File: src/sv/bdiou_pkg.sv
// ----------------------------------------------------------------------------
// bdiou_pkg
// shared types for the box distance iou unit
// ----------------------------------------------------------------------------
package bdiou_pkg;

    localparam int OVL_BITS  = 16;
    localparam int DIST_BITS = 17;

    typedef struct packed {
        logic valid;
        logic degenerate;
    } ctl_t;

endpackage

File: src/sv/bdiou_geom.sv
// ----------------------------------------------------------------------------
// bdiou_geom
// intersection, union, squared enclosing diagonal and center distance, two stages
// ----------------------------------------------------------------------------
module bdiou_geom
#(
    parameter int COORD_BITS = 12
)
(
    input  logic                    clk,
    input  logic                    rst_n,
    input  logic                    start,
    input  logic [COORD_BITS-1:0]   box_a_x,
    input  logic [COORD_BITS-1:0]   box_a_y,
    input  logic [COORD_BITS-1:0]   box_a_w,
    input  logic [COORD_BITS-1:0]   box_a_h,
    input  logic [COORD_BITS-1:0]   box_b_x,
    input  logic [COORD_BITS-1:0]   box_b_y,
    input  logic [COORD_BITS-1:0]   box_b_w,
    input  logic [COORD_BITS-1:0]   box_b_h,
    output bdiou_pkg::ctl_t         ctl,
    output logic [2*COORD_BITS+1:0] inter,
    output logic [2*COORD_BITS+1:0] uni,
    output logic [2*COORD_BITS+4:0] dist2,
    output logic [2*COORD_BITS+4:0] diag4
);
    import bdiou_pkg::*;

    localparam int E = COORD_BITS + 1;
    localparam int D = COORD_BITS + 2;
    localparam int P = 2 * COORD_BITS;

    logic [E-1:0] ar, ab, br, bb, ix0, ix1, iy0, iy1, ew, eh;
    logic [E-1:0] ow_next, oh_next;
    logic [D-1:0] ca_x, ca_y, cb_x, cb_y, dx_next, dy_next;

    logic         v1_reg;
    logic [E-1:0] ow_reg, oh_reg, ew_reg, eh_reg;
    logic [D-1:0] dx_reg, dy_reg;
    logic [P-1:0] aa_reg, ba_reg;

    logic [P+1:0] inter_w;
    logic [P+2:0] sum_area;
    logic [P+1:0] ew2, eh2;
    logic [P+3:0] dx2, dy2;

    ctl_t         ctl_reg;
    logic [P+1:0] inter_reg, uni_reg;
    logic [P+4:0] dist2_reg, diag4_reg;

    always_comb
    begin
        ar = E'(box_a_x) + E'(box_a_w);
        ab = E'(box_a_y) + E'(box_a_h);
        br = E'(box_b_x) + E'(box_b_w);
        bb = E'(box_b_y) + E'(box_b_h);
        ix0 = (box_a_x > box_b_x) ? E'(box_a_x) : E'(box_b_x);
        iy0 = (box_a_y > box_b_y) ? E'(box_a_y) : E'(box_b_y);
        ix1 = (ar < br) ? ar : br;
        iy1 = (ab < bb) ? ab : bb;
        ow_next = (ix1 > ix0) ? ix1 - ix0 : '0;
        oh_next = (iy1 > iy0) ? iy1 - iy0 : '0;
        ew = ((ar > br) ? ar : br) - ((box_a_x < box_b_x) ? E'(box_a_x) : E'(box_b_x));
        eh = ((ab > bb) ? ab : bb) - ((box_a_y < box_b_y) ? E'(box_a_y) : E'(box_b_y));
        ca_x = {box_a_x, 1'b0} + D'(box_a_w);
        cb_x = {box_b_x, 1'b0} + D'(box_b_w);
        ca_y = {box_a_y, 1'b0} + D'(box_a_h);
        cb_y = {box_b_y, 1'b0} + D'(box_b_h);
        dx_next = (ca_x > cb_x) ? ca_x - cb_x : cb_x - ca_x;
        dy_next = (ca_y > cb_y) ? ca_y - cb_y : cb_y - ca_y;
    end

    always_ff @(posedge clk or negedge rst_n)
    begin
        if (!rst_n)
        begin
            v1_reg  <= 1'b0;
            ctl_reg <= '0;
        end
        else
        begin
            v1_reg        <= start;
            ctl_reg.valid <= v1_reg;
            ctl_reg.degenerate <= 1'b0;
        end
    end

    always_ff @(posedge clk)
    begin
        ow_reg <= ow_next;
        oh_reg <= oh_next;
        ew_reg <= ew;
        eh_reg <= eh;
        dx_reg <= dx_next;
        dy_reg <= dy_next;
        aa_reg <= box_a_w * box_a_h;
        ba_reg <= box_b_w * box_b_h;
    end

    always_comb
    begin
        inter_w  = ow_reg * oh_reg;
        sum_area = (P+3)'(aa_reg) + (P+3)'(ba_reg);
        ew2 = ew_reg * ew_reg;
        eh2 = eh_reg * eh_reg;
        dx2 = dx_reg * dx_reg;
        dy2 = dy_reg * dy_reg;
    end

    always_ff @(posedge clk)
    begin
        inter_reg <= inter_w;
        uni_reg   <= (P+2)'(sum_area - (P+3)'(inter_w));
        dist2_reg <= (P+5)'(dx2) + (P+5)'(dy2);
        diag4_reg <= {(P+3)'(ew2) + (P+3)'(eh2), 2'b00};
    end

    assign ctl   = ctl_reg;
    assign inter = inter_reg;
    assign uni   = uni_reg;
    assign dist2 = dist2_reg;
    assign diag4 = diag4_reg;

endmodule

File: config.mk
export PLATFORM = sky130hd
export DESIGN_NAME = bdiou_geom
export DESIGN_NICKNAME = d
export VERILOG_FILES = /design/src/sv/bdiou_pkg.sv /design/src/sv/bdiou_geom.sv
export SDC_FILE = /design/constraint.sdc
export NUM_CORES = 2
export LEC_CHECK = 0
export BUFFER_PORTS_ARGS = -buffer_cell sky130_fd_sc_hd__buf_4
export CORE_ASPECT_RATIO = 0.5
export CORE_MARGIN = 2
export CORE_UTILIZATION = 50
export DETAILED_ROUTE_END_ITERATION = 12
export GPL_ROUTABILITY_DRIVEN = 0
export PLACE_DENSITY_LB_ADDON = 0.1
export SETUP_SLACK_MARGIN = 0.4
export SLEW_MARGIN = 10
export SYNTH_ARGS = -nofsm -noshare
export SYNTH_HDL_FRONTEND = slang
export SYNTH_SLANG_ARGS = --single-unit
File: constraint.sdc
create_clock -name clk -period 6.5 [get_ports clk]
set_input_delay 0.975 -clock clk [delete_from_list [all_inputs] [get_ports clk]]
set_output_delay 0.975 -clock clk [all_outputs]
set_load 0.02 [all_outputs]
==> impl_metrics.toml <==
[yosys]
synth_seq_area_share_pct = 9.16
avgSynthCellArea_um2 = 9.04
synth_edf_count = 0
synth_warnings = 0
yosys.cell_types.count = 81
synth_seq_cells = 238
async_flop_share_pct = 0.840
netlist_area_um2 = 52100
postSynthCellCount = 5762
synth_ff_type = "dfxtp_1"

[timing]
fmax_ghz = 0.143
final-max-slew-violation-count = 0
fin_crit_sh_pct = 108
skew_ns = 0.0324
finalSetupViolCount = 11
rsz0062_at_grt = "true"
fin_tns_setup_ns = -3.04
slew_headroom_pct = 49.2
hold_viol = 0
tightest_slew_ns = 0.753
timing.final.ws_setup_ns = -0.506
min_period_ns = 7.01

[job]
max_cap_viol_count = 0

[clocking]
cts_tree = "built"
cts_hold_buf = 0
insertion_delay_ns = 0.64
clkSinkCount = 238
clockRootBuffer = "clkbuf_16"
cts_max_path_buffers = 3
cts.clk_slew.worst_paths_ns = 0.06
htreeDepth = 1
cts_inserted_buffers = 27

[outcome]
status = "complete, but fails checks"
violations = "setup timing"

[cells_and_area]
post-route-util_pct = 60.2
largest_register_ffs = 29
layout-drive-gt1-share_pct = 19.3
nets = 8096
syn2layout_area_growth_pct = 18.9

[die]
core_um2 = 103000
ioPinCount = 211
die_w_um = 461
rows = 83
die_y_um = 232
start_util_pct = 50.6
dieArea_um2 = 107000

[global_route]
grt_pass1_wl_um = 228000
grt_usage_pct = 26.9
antenna_found_initial = 6
grt_max_degree = 23
grt_pass1_vias = 43035
grt_overflow = 0

[placement]
dp_hpwl_um = 118000
place.port_buffers = 207

[setup_path]
cp-start-kind = "flop"
cp_data_arrival_time_ns = 7.51
critPathSlowestCell = "fa_1"
crit_top_cell = "fa_1"
r2r_slack_ns = -0.51
critPathCaptureType = "flop"
crit_path_max_fanout = 6
max_stage_delay_ns = 0.55
path_class = "reg2reg"
critical_path_required_ns = 7.00

[worst_hold_path]
hold_class = "in2async"

[detailed_routing]
wl_um = 141000
drt_iter0_drc = 2398
num_vias = 40592
first_pass_iters = 6
routed_via_density = 5.20
drtAntennaViolNets = 0
post_drt_wl_per_cell_um = 18.1
drc = 0
==> area by class of cell <==
| type | count | area (um2) |
|---|---|---|
| diodes | 2 | 5.00 |
| clock buffers | 30 | 707 |
| clock inverters | 20 | 297 |
| fillers | 8967 | 40900 |
| inverters | 1312 | 4930 |
| multi-input cells | 4057 | 43500 |
| flip-flops and latches | 238 | 4970 |
| well taps | 1402 | 1750 |
| repair buffers | 739 | 5830 |
==> through the flow <==
stage	hold slack, ns	cells	setup WS, ns	instance area [um2]
2_1_floorplan	0.331	5764	-0.254	52400
3_3_place_gp	0.337	7628	-0.481	58100
3_5_place_dp	0.340	7628	-0.597	58100
4_1_cts	0.0653	7731	-0.518	60400
5_1_grt	0.0751	7800	-0.758	62000
6_report	0.120	7800	-0.506	62000
==> worst max-delay path, delay by kind of cell, from the launching register on <==
kind	cells	cell delay [ns]
adders and majority gates	8	3.54
buffers and inverters	6	0.43
and+or+nand+nor	4	0.66
AOI/OAI and AO/OA	8	1.62
DFF	1	0.37
xor gates and xnor gates	2	0.25
==> worst paths after layout <==
| check | endpoint | from | depth (start not counted) |
|---|---|---|---|
| min | ctl[1] | rst_n | 1 |
| min reg2reg | ctl[1] | v1_reg | 0 |
| max in group asynchronous | v1_reg | rst_n | 1 |
| min in group clk | ctl[1] | v1_reg | 0 |
| max reg2reg | uni[25] | oh_reg[1] | 28 |
| max | uni[25] | oh_reg[1] | 28 |
==> synthesized netlist by cell type, types with 14 or more instances <==
library cell	count	share of area, %
inv_1	1312	9.4
fa_1	898	34
ha_1	724	17
nand2_1	488	3.5
and2_1	414	5.0
dfxtp_1	236	9.1
xnor2_1	202	3.4
nor2_1	199	1.4
a21oi_1	195	1.9
clkbuf_1	140	1.0
o21ai_0	131	1.3
a21o_1	97	1.4
mux2i_1	78	1.5
xor2_1	70	1.2
nor2b_1	66	0.79
nor3_1	47	0.45
o21bai_1	43	0.62
o21a_1	42	0.60
nand3_1	32	0.31
mux2_2	28	0.60
nand4_1	26	0.31
a21boi_0	23	0.33
nand2b_1	23	0.28
a211oi_1	20	0.29
o211ai_1	18	0.26
or3_1	17	0.20
a31oi_1	15	0.18
o31a_1	14	0.24
==> cell usage in the layout (no fill, tap or decap), types with 74 or more instances in the layout <==
cell type / count
dfxtp_1: 174
nor2_1: 184
xnor2_1: 192
nand2_1: 471
and2_1: 391
ha_1: 683
buf_4: 672
a21oi_1: 160
fa_1: 862
mux2i_1: 74
inv_1: 1264
a21o_1: 97
o21ai_0: 93
==> logic make-up (layout without fill, tap and decap cells) <==
| family | count (synthesis) | count (layout) | synth area share [%] |
|---|---|---|---|
| AOI/OAI and AO/OA | 691 | 691 | 8.64 |
| DFF | 238 | 238 | 9.16 |
| muxes | 106 | 106 | 2.10 |
| other | 1 | 5 | 0.00720 |
| adders and majority gates | 1622 | 1622 | 51.9 |
| xor gates and xnor gates | 272 | 272 | 4.57 |
| and+or+nand+nor | 1363 | 1363 | 13.0 |
| buffers and inverters | 1469 | 2101 | 10.7 |
==> repair_timing <==
| item | 4_1_cts | 5_1_grt |
|---|---|---|
| resized for setup | 232 | 329 |
| pin swaps | 119 | 171 |
| endpoints found under the setup margin | 47 | 83 |
| gates cloned | 0 | 2 |
| setup buffers | 53 | 65 |
==> routing by layer <==
layer	global-route usage, %	routed length, um
met2	45.2	66700
met1	36.2	61500
met3	3.64	8030
met4	8.30	5090
met5	0	13
Power is left out: the tool's default activity adds up to more than one toggle a clock period on the data nets, which glitch-free logic cannot reach.
