## src/sv/bdiou_pkg.sv

```systemverilog
// ----------------------------------------------------------------------------
// bdiou_pkg
// shared types for the box distance iou unit
// ----------------------------------------------------------------------------
package bdiou_pkg;

    localparam int OVL_BITS  = 16;
    localparam int DIST_BITS = 17;

    typedef struct packed {
        logic valid;
        logic degenerate;
    } ctl_t;

endpackage

```

## src/sv/bdiou_div_cell.sv

```systemverilog
// ----------------------------------------------------------------------------
// bdiou_div_cell
// one restoring division step for the iou and penalty quotients
// ----------------------------------------------------------------------------
module bdiou_div_cell
#(
    parameter int NUM_BITS = 56,
    parameter int DEN_BITS = 28
)
(
    input  logic                clk,
    input  logic                rst_n,
    input  bdiou_pkg::ctl_t     ctl_in,
    input  logic [NUM_BITS-1:0] num_a_in,
    input  logic [DEN_BITS:0]   rem_a_in,
    input  logic [DEN_BITS-1:0] den_a_in,
    input  logic [NUM_BITS-1:0] num_b_in,
    input  logic [DEN_BITS:0]   rem_b_in,
    input  logic [DEN_BITS-1:0] den_b_in,
    output bdiou_pkg::ctl_t     ctl_out,
    output logic [NUM_BITS-1:0] num_a_out,
    output logic [DEN_BITS:0]   rem_a_out,
    output logic [DEN_BITS-1:0] den_a_out,
    output logic [NUM_BITS-1:0] num_b_out,
    output logic [DEN_BITS:0]   rem_b_out,
    output logic [DEN_BITS-1:0] den_b_out
);
    import bdiou_pkg::*;

    ctl_t                ctl_reg;
    logic [NUM_BITS-1:0] num_a_reg, num_b_reg, num_a_next, num_b_next;
    logic [DEN_BITS:0]   rem_a_reg, rem_b_reg, rem_a_next, rem_b_next;
    logic [DEN_BITS-1:0] den_a_reg, den_b_reg;
    logic [DEN_BITS+1:0] sh_a, sh_b;

    always_comb
    begin
        sh_a = {rem_a_in, num_a_in[NUM_BITS-1]};
        sh_b = {rem_b_in, num_b_in[NUM_BITS-1]};
        num_a_next = {num_a_in[NUM_BITS-2:0], 1'b0};
        num_b_next = {num_b_in[NUM_BITS-2:0], 1'b0};
        rem_a_next = sh_a[DEN_BITS:0];
        rem_b_next = sh_b[DEN_BITS:0];
        if (sh_a >= {2'b00, den_a_in})
        begin
            rem_a_next = (DEN_BITS+1)'(sh_a - {2'b00, den_a_in});
            num_a_next[0] = 1'b1;
        end
        if (sh_b >= {2'b00, den_b_in})
        begin
            rem_b_next = (DEN_BITS+1)'(sh_b - {2'b00, den_b_in});
            num_b_next[0] = 1'b1;
        end
    end

    always_ff @(posedge clk or negedge rst_n)
    begin
        if (!rst_n)
        begin
            ctl_reg <= '0;
        end
        else
        begin
            ctl_reg <= ctl_in;
        end
    end

    always_ff @(posedge clk)
    begin
        num_a_reg <= num_a_next;
        num_b_reg <= num_b_next;
        rem_a_reg <= rem_a_next;
        rem_b_reg <= rem_b_next;
        den_a_reg <= den_a_in;
        den_b_reg <= den_b_in;
    end

    assign ctl_out   = ctl_reg;
    assign num_a_out = num_a_reg;
    assign num_b_out = num_b_reg;
    assign rem_a_out = rem_a_reg;
    assign rem_b_out = rem_b_reg;
    assign den_a_out = den_a_reg;
    assign den_b_out = den_b_reg;

endmodule

```

## config.mk

```make
export PLATFORM = sky130hd
export DESIGN_NAME = bdiou_div_cell
export DESIGN_NICKNAME = d
export VERILOG_FILES = /design/src/sv/bdiou_pkg.sv /design/src/sv/bdiou_div_cell.sv
export SDC_FILE = /design/constraint.sdc
export NUM_CORES = 1
export LEC_CHECK = 0
export BUFFER_PORTS_ARGS = -buffer_cell sky130_fd_sc_hd__buf_4
export CAP_MARGIN = 40
export CORE_AREA = 2 2 179 181
export CTS_CLUSTER_SIZE = 25
export DETAILED_ROUTE_END_ITERATION = 7
export DIE_AREA = 0 0 181 183
export GPL_ROUTABILITY_DRIVEN = 0
export GPL_TIMING_DRIVEN = 0
export PLACE_DENSITY = 0.64
export REMOVE_ABC_BUFFERS = 1
export SLEW_MARGIN = 20
export SYNTH_ARGS = -nofsm -noshare
export SYNTH_HDL_FRONTEND = slang
export SYNTH_SLANG_ARGS = --single-unit
```

## constraint.sdc

```tcl
create_clock -name clk -period 0.8 [get_ports clk]
set_clock_uncertainty 0.15 [all_clocks]
set_input_delay 0 -clock clk [delete_from_list [all_inputs] [get_ports clk]]
set_output_delay 0 -clock clk [all_outputs]
set_load 0.05 [all_outputs]
```

==> summary.md, run 1 <==
| Metric | Value |
|---|---|
| Worst hold path endpoint | `den_a_out[3]` |
| Worst hold margin | `-0.5804 ns` |
| Delay-heaviest family, CP | `compound AO/OA/AOI/OAI gates` |
| Critical path buffers and inverters | `5` |
| Max Cap Violations | `0` |
| Die ar. | `around 33000 sq um` |
| Post-Syn Area | `between 8000 and 9000 sq um` |
| Worst setup path class | `primary input to flip-flop` |
| First-pass GRT wire length | `52550 microns` |
| Wirelength, routed | `approximately 37000 microns` |
| Distinct cells, synth | `61` |
| Num rows | `65` |
| Placed instance count | `1699` |
| Cell chain of the critical path | `buf_6, inv_4, ha_4, inv_2, fa_2, a211oi_2, o21bai_2, o41ai_4, o311ai_4, a21oi_4, o21bai_4, buf_6, buf_6, mux2_4` |
| DRT Pass-1 Iters | `5` |
| Die Y | `183 microns` |
| Worst path most repeated cell | `buf_6` |
| Slew HR | `59.61%` |
| Leading area contributor after synthesis | `dfxtp_1` |
| Outcome | `complete, but fails checks` |
| Starting Density | `27.65%` |
| Final setup vio count | `288` |
| Util after Layout | `about three fifths` |
| Hold/Removal Path Class | `primary input to flip-flop` |
| P_int | `0.02624 W` |
| Hold depth | `1` |
| Slowest stage cell on the critical path | `fa_2` |
| Clk slew on worst S/H paths | `0.06 ns` |
| Pin count of the biggest net entering global routing | `15` |
| Max rail drop VDD | `between 1.5 and 2 mV` |
| TritonCTS buffer count | `26` |
| Switching power | `0.01360 W` |
| Post-DP HPWL | `22630 microns` |
| CP peak stage delay | `0.35 ns` |
| Async S/R FF share, synth | `0.8772%` |
| Fmax | `469.9 MHz` |
| Final worst slack | `-1.328 ns` |
| Leakage power | `8.349 nW` |
| Clk buf depth | `3` |
| Worst path arrival time | `2.40 ns` |
| Post-synth top flop | `dfxtp_1` |
| Core area | `around 31000 sq um` |
| Drt wl/cell | `19.05 microns` |
| Post-Syn Instances | `867` |
| Critical Path RT | `1.07 ns` |
| Hold Startpoint | `den_a_in[3]` |
| RSZ-0062 raised after global routing | `true` |
| Max FO, Critical Path | `5` |
| IO buf count | `approximately 460` |
| PwrDens | `2129 nW/um^2` |
| Tcrit/Tclk final | `266.0%` |
| Reg power frac | `33.9%` |
| Setup crit start kind | `primary input` |
| Grt ovf | `0` |
| Worst-Margin Slew | `0.6022 ns` |
| Die width | `181 microns` |
| CTS tree | `yes` |
| Crit end category | `flip-flop` |
| Final hold viol count | `196` |
| Final max-slew violation count | `0` |
| YS warnings | `0` |
| Dpl ws | `-2.534 ns` |
| Cell area after placement | `12500 sq um` |
| Vias | `9275` |
| Combinational share of power | `~36%` |
| Seq/Total Area, Yosys | `about 53%` |
| Synth top area share | `52.39%` |
| Violated checks | `negative hold slack, negative setup slack` |
| I/O pins | `458` |
| Residual DRC | `0` |
| Initial antenna violation count | `0` |
| Via/cell ratio | `4.715` |
| Share of layout cells above drive strength 1 | `63.77%` |
| Switching part of the total | `about a third` |
| Starting DRT DRC Count | `617` |
| Antenna diodes | `0` |
| Non-filler cells, final | `1967` |
| Post-synth EDFFs | `0` |
| Count of state elements after synthesis | `228` |
| Synth area leaders | `dfxtp_1 52%, ha_1 8.1%, a21oi_1 4.2%` |
| H-Tree Depth | `1` |
| Fin crit period | `2.128 ns` |
| Synthesis-to-finish area growth | `116.7%` |
| Clock sinks | `228` |
| Fin area | `18710 sq um` |
| Post-Syn Area per Cell | `roughly 10 sq um` |
| Clk pwr share | `29.9%` |
| Antenna viol nets, final | `0` |
| Number of global-route vias before repair | `approximately 9700` |
| Total Routing Usage GR | `about a fifth` |
| Nets | `1834` |
| Root Buffer Master | `clkbuf_16` |
[registers in the layout, summed over array words and instances (netlist names)]
register and flops:
den_b_out 28, ctl_out 2, den_a_out 28, num_a_out 56, rem_b_out 29, num_b_out 56
rem_a_out 29
[layout make-up]
cell class,instances,area (sq um)
fillers,2249,12520
repair buffers,681,7411
multi-input cells,529,4745
clock inverters,12,110.1
well taps,402,503.0
clock buffers,35,754.5
inverters,80,320.3
flip-flops and latches,228,4867
[power by group through the flow]
stage               Sequential [W]  Clock (W)  Combinational [W]
floorplan                   0.0170          0            0.00264
global placement            0.0131          0             0.0101
detailed placement          0.0131          0             0.0102
CTS                         0.0135     0.0122             0.0132
global route                0.0136     0.0127             0.0150
finish                      0.0135     0.0119             0.0144
[timing repair]
item,in CTS,in global routing
pin swaps,60,75
setup endpoints to repair,288,288
hold buffers,143,17
gates cloned,6,0
resized for setup,793,211
hold endpoints to repair,229,218
setup buffers,41,28
[logic make-up after synthesis]
family | count (synthesis) | share of synthesized area [%]
flip-flops | 228 | 52.97
adder cells (fa/ha/maj) | 58 | 8.577
XOR/XNOR | 49 | 4.970
multiplexers | 9 | 1.173
AO/OA/AOI/OAI | 224 | 16.72
AND/OR/NAND/NOR | 188 | 10.34
buffers and inverters | 111 | 5.245
[how the worst max path moves through the flow]
stage,cells after the start,end,startpoint
final,14,rem_b_out[7],num_b_in[55]
after floorplan,10,rem_a_out[1],num_a_in[55]
after global placement,11,rem_a_out[11],num_a_in[55]
after detailed placement,13,rem_b_out[10],num_b_in[55]
after global routing,14,rem_b_out[7],num_b_in[55]
after CTS,14,rem_b_out[6],num_b_in[55]
[synthesized netlist by cell type, drive strengths merged, types with 2 or more instances]
| cell | n |
|---|---|
| a221oi | 3 |
| dfrtp | 2 |
| a211o | 2 |
| nand4 | 12 |
| dfxtp | 226 |
| o21bai | 10 |
| nand2b | 4 |
| o21a | 4 |
| o211ai | 3 |
| a31o | 5 |
| and3 | 2 |
| mux2 | 9 |
| or3 | 5 |
| nor3 | 9 |
| fa | 2 |
| nor2b | 4 |
| and2 | 3 |
| and4 | 3 |
| a31oi | 8 |
| nor2 | 45 |
| a21oi | 75 |
| buf | 13 |
| xnor2 | 26 |
| o2111ai | 2 |
| nor4 | 5 |
| a211oi | 7 |
| ha | 56 |
| nor3b | 2 |
| a41oi | 3 |
| a21o | 27 |
| o31ai | 6 |
| nand2 | 69 |
| o21ai | 61 |
| xor2 | 23 |
| clkbuf | 18 |
| nand3 | 22 |
| inv | 80 |
[through the flow]
stage / setup TNS, ns / total power [W]
final: -151.22 / 0.03984
after global placement: -206.83 / 0.02322
after floorplan: -141.75 / 0.01962
after detailed placement: -132.83 / 0.02331
after global routing: -162.79 / 0.04133
after CTS: -169.89 / 0.03884
[cell usage in the layout (no fill, tap or decap), types with 7 or more instances in the layout]
cell type	count
a21o_1	27
a21oi_1	51
a21oi_2	18
buf_12	7
buf_4	254
buf_6	59
buf_8	200
clkbuf_16	27
clkbuf_8	7
dfxtp_2	222
dlygate4sd3_1	156
ha_1	24
ha_4	27
inv_1	62
inv_2	10
inv_4	8
mux2_4	7
nand2_1	42
nand2_2	15
nand2_4	12
nand3_1	19
nand4_1	12
nor2_1	27
nor2_4	15
o21ai_0	26
o21ai_1	12
o21ai_2	20
o21bai_1	7
xnor2_1	25
xor2_1	22
[metal layers]
metal / GRT usage (%) / vias to the layer above / routed length [microns]
met4: 7.350 / 0 / 1453
met3: 6.315 / 80 / 3017
met2: 36.86 / 431 / 19670
li1: - / 4336 / -
met5: 0 / - / 0
met1: 21.33 / 4428 / 13330
(Power assumes the default switching activity.)
==> inputs of run 2 (changes only) <==
Clock period 0.8 ns to 2.3 ns, I/O delays scaled along.
==> run 2 against run 1 <==
Compared with the run above:
- the flow finishes with violations (negative hold slack)
- wire length decreased by 5.4%
- die area stayed put
- design area is 8.8% lower
- largest power group is now registers
==> summary.md, run 2 (synthesis results as in run 1) <==
| Metric | Value |
|---|---|
| Die width | `181 microns` |
| Clk slew on worst S/H paths | `0.06 ns` |
| Placed instance count | `1699` |
| Fmax | `445.6 MHz` |
| Slew HR | `between 60% and 70%` |
| TritonCTS buffer count | `26` |
| Drt wl/cell | `about 17 microns` |
| Cell chain of the critical path | `buf_4, inv_1, ha_1, nand3_4, nor4_4, a31oi_2, a21oi_4, a211oi_4, buf_6, a2111o_1, a41oi_2, xor2_1` |
| Residual DRC | `0` |
| Grt ovf | `0` |
| Slowest stage cell on the critical path | `ha_1` |
| IO buf count | `457` |
| Max rail drop VDD | `0.6143 mV` |
| Register area | `4574 sq um` |
| Non-filler cells, final | `2110` |
| Num rows | `65` |
| Commonest cells after routing, fill and taps aside | `465 x buf_4, 355 x dlygate4sd3_1, 226 x dfxtp_1, 79 x inv_1, 71 x a21oi_1` |
| Starting Density | `27.65%` |
| Clk buf depth | `3` |
| Worst hold margin | `-0.5761 ns` |
| Total Routing Usage GR | `19.82%` |
| Wirelength, routed | `35460 microns` |
| I/O pins | `around 460` |
| Worst path arrival time | `2.56 ns` |
| Share of layout cells above drive strength 1 | `32.49%` |
| Max FO, Critical Path | `8` |
| Hold/Removal Path Class | `primary input to flip-flop` |
| Delay-heaviest family, CP | `compound AO/OA/AOI/OAI gates` |
| Antenna diodes | `0` |
| Crit end category | `flip-flop` |
| Final max-slew violation count | `0` |
| Most common cell after layout, fill and taps aside | `buf_4` |
| Tcrit/Tclk final | `a little over nine tenths` |
| Post-DP HPWL | `about 23000 microns` |
| Starting DRT DRC Count | `455` |
| First-pass GRT wire length | `about 53000 microns` |
| Antenna viol nets, final | `0` |
| Final hold viol count | `53` |
| Vias | `9517` |
| Multi-input logic area | `3720 sq um` |
| Initial antenna violation count | `0` |
| CP peak stage delay | `between 0.4 and 0.5 ns` |
| Nets | `a little under 2000` |
| CTS tree | `yes` |
| Root Buffer Master | `clkbuf_16` |
| Pin count of the biggest net entering global routing | `28` |
| Final setup vio count | `0` |
| Core area | `31230 sq um` |
| Number of global-route vias before repair | `9729` |
| Worst-Margin Slew | `0.5874 ns` |
| Setup crit start kind | `primary input` |
| Synthesis-to-finish area growth | `97.68%` |
| Via/cell ratio | `4.510` |
| Violated checks | `negative hold slack` |
| Critical Path RT | `2.61 ns` |
| Die ar. | `approximately 33000 sq um` |
| Critical path buffers and inverters | `3` |
| Fin crit period | `between 2 and 2.5 ns` |
| Die Y | `183 microns` |
| Worst setup path class | `primary input to flip-flop` |
| Crit path depth | `12` |
| DRT Pass-1 Iters | `5` |
| H-Tree Depth | `1` |
| Leakage power | `8.052 nW` |
| CP Capture Point | `rem_a_out[28]` |
| Outcome | `complete, but fails checks` |
| PwrDens | `747.7 nW/um^2` |
| CP Launch Point | `den_a_in[12]` |
| Max Cap Violations | `0` |
| Fillers | `roughly 2600` |
| Clock sinks | `228` |
run 2: routing by layer:
layer | vias to the layer above | global-route usage [%] | routed length [microns]
met3 | 95 | 5.818 | 2730
met1 | 4406 | 21.05 | 13040
met2 | 389 | 37.38 | 18290
li1 | 4627 | - | -
met4 | 0 | 6.699 | 1397
met5 | - | 0 | 0
run 2: cell type report:
type | count | area share, %
repair buffers | 824 | 41.64
flip-flops and latches | 228 | 26.80
multi-input cells | 529 | 21.79
clock buffers | 35 | 4.420
well taps | 402 | 2.946
inverters | 80 | 1.759
clock inverters | 12 | 0.6450
run 2: power by group:
| part | total (W) | switching [W] | internal, W |
|---|---|---|---|
| registers | 0.00448 | 0.000136 | 0.00434 |
| clock network | 0.00414 | 0.00172 | 0.00242 |
| logic | 0.00414 | 0.00250 | 0.00165 |
run 2: worst min-delay path by stage:
stage	endpoint	start	depth (start not counted)	slack, ns
floorplan	ctl_out[0]	rst_n	0	-0.45
global placement	ctl_out[1]	rst_n	1	-0.37
detailed placement	ctl_out[0]	rst_n	1	-0.36
CTS	den_b_out[4]	den_b_in[4]	1	-0.61
global route	den_b_out[4]	den_b_in[4]	1	-0.61
finish	den_b_out[4]	den_b_in[4]	1	-0.58
run 2: repair_timing:
action / CTS / global route
resized for setup: 9 / 16
pin swaps: 8 / 6
hold buffers: 304 / 51
gates cloned: 1 / 0
endpoints found under the hold margin: 230 / 79
setup buffers: 6 / 2
endpoints found under the setup margin: 49 / 30
run 2: metrics by stage:
stage          area (sq um)  setup slack (ns)  power [W]  util, %   TNS [ns]
2_1_floorplan          8483            -1.220   0.006826        -     -51.75
3_3_place_gp          12420            -2.899   0.008078    39.76    -116.83
3_5_place_dp          12500            -1.034   0.008107    40.02     -42.83
4_1_cts               16490         -0.001409    0.01272    52.82  -0.001409
5_1_grt               17070          -0.01562    0.01330    54.66   -0.01562
6_report              17070           0.05574    0.01276    54.66          0
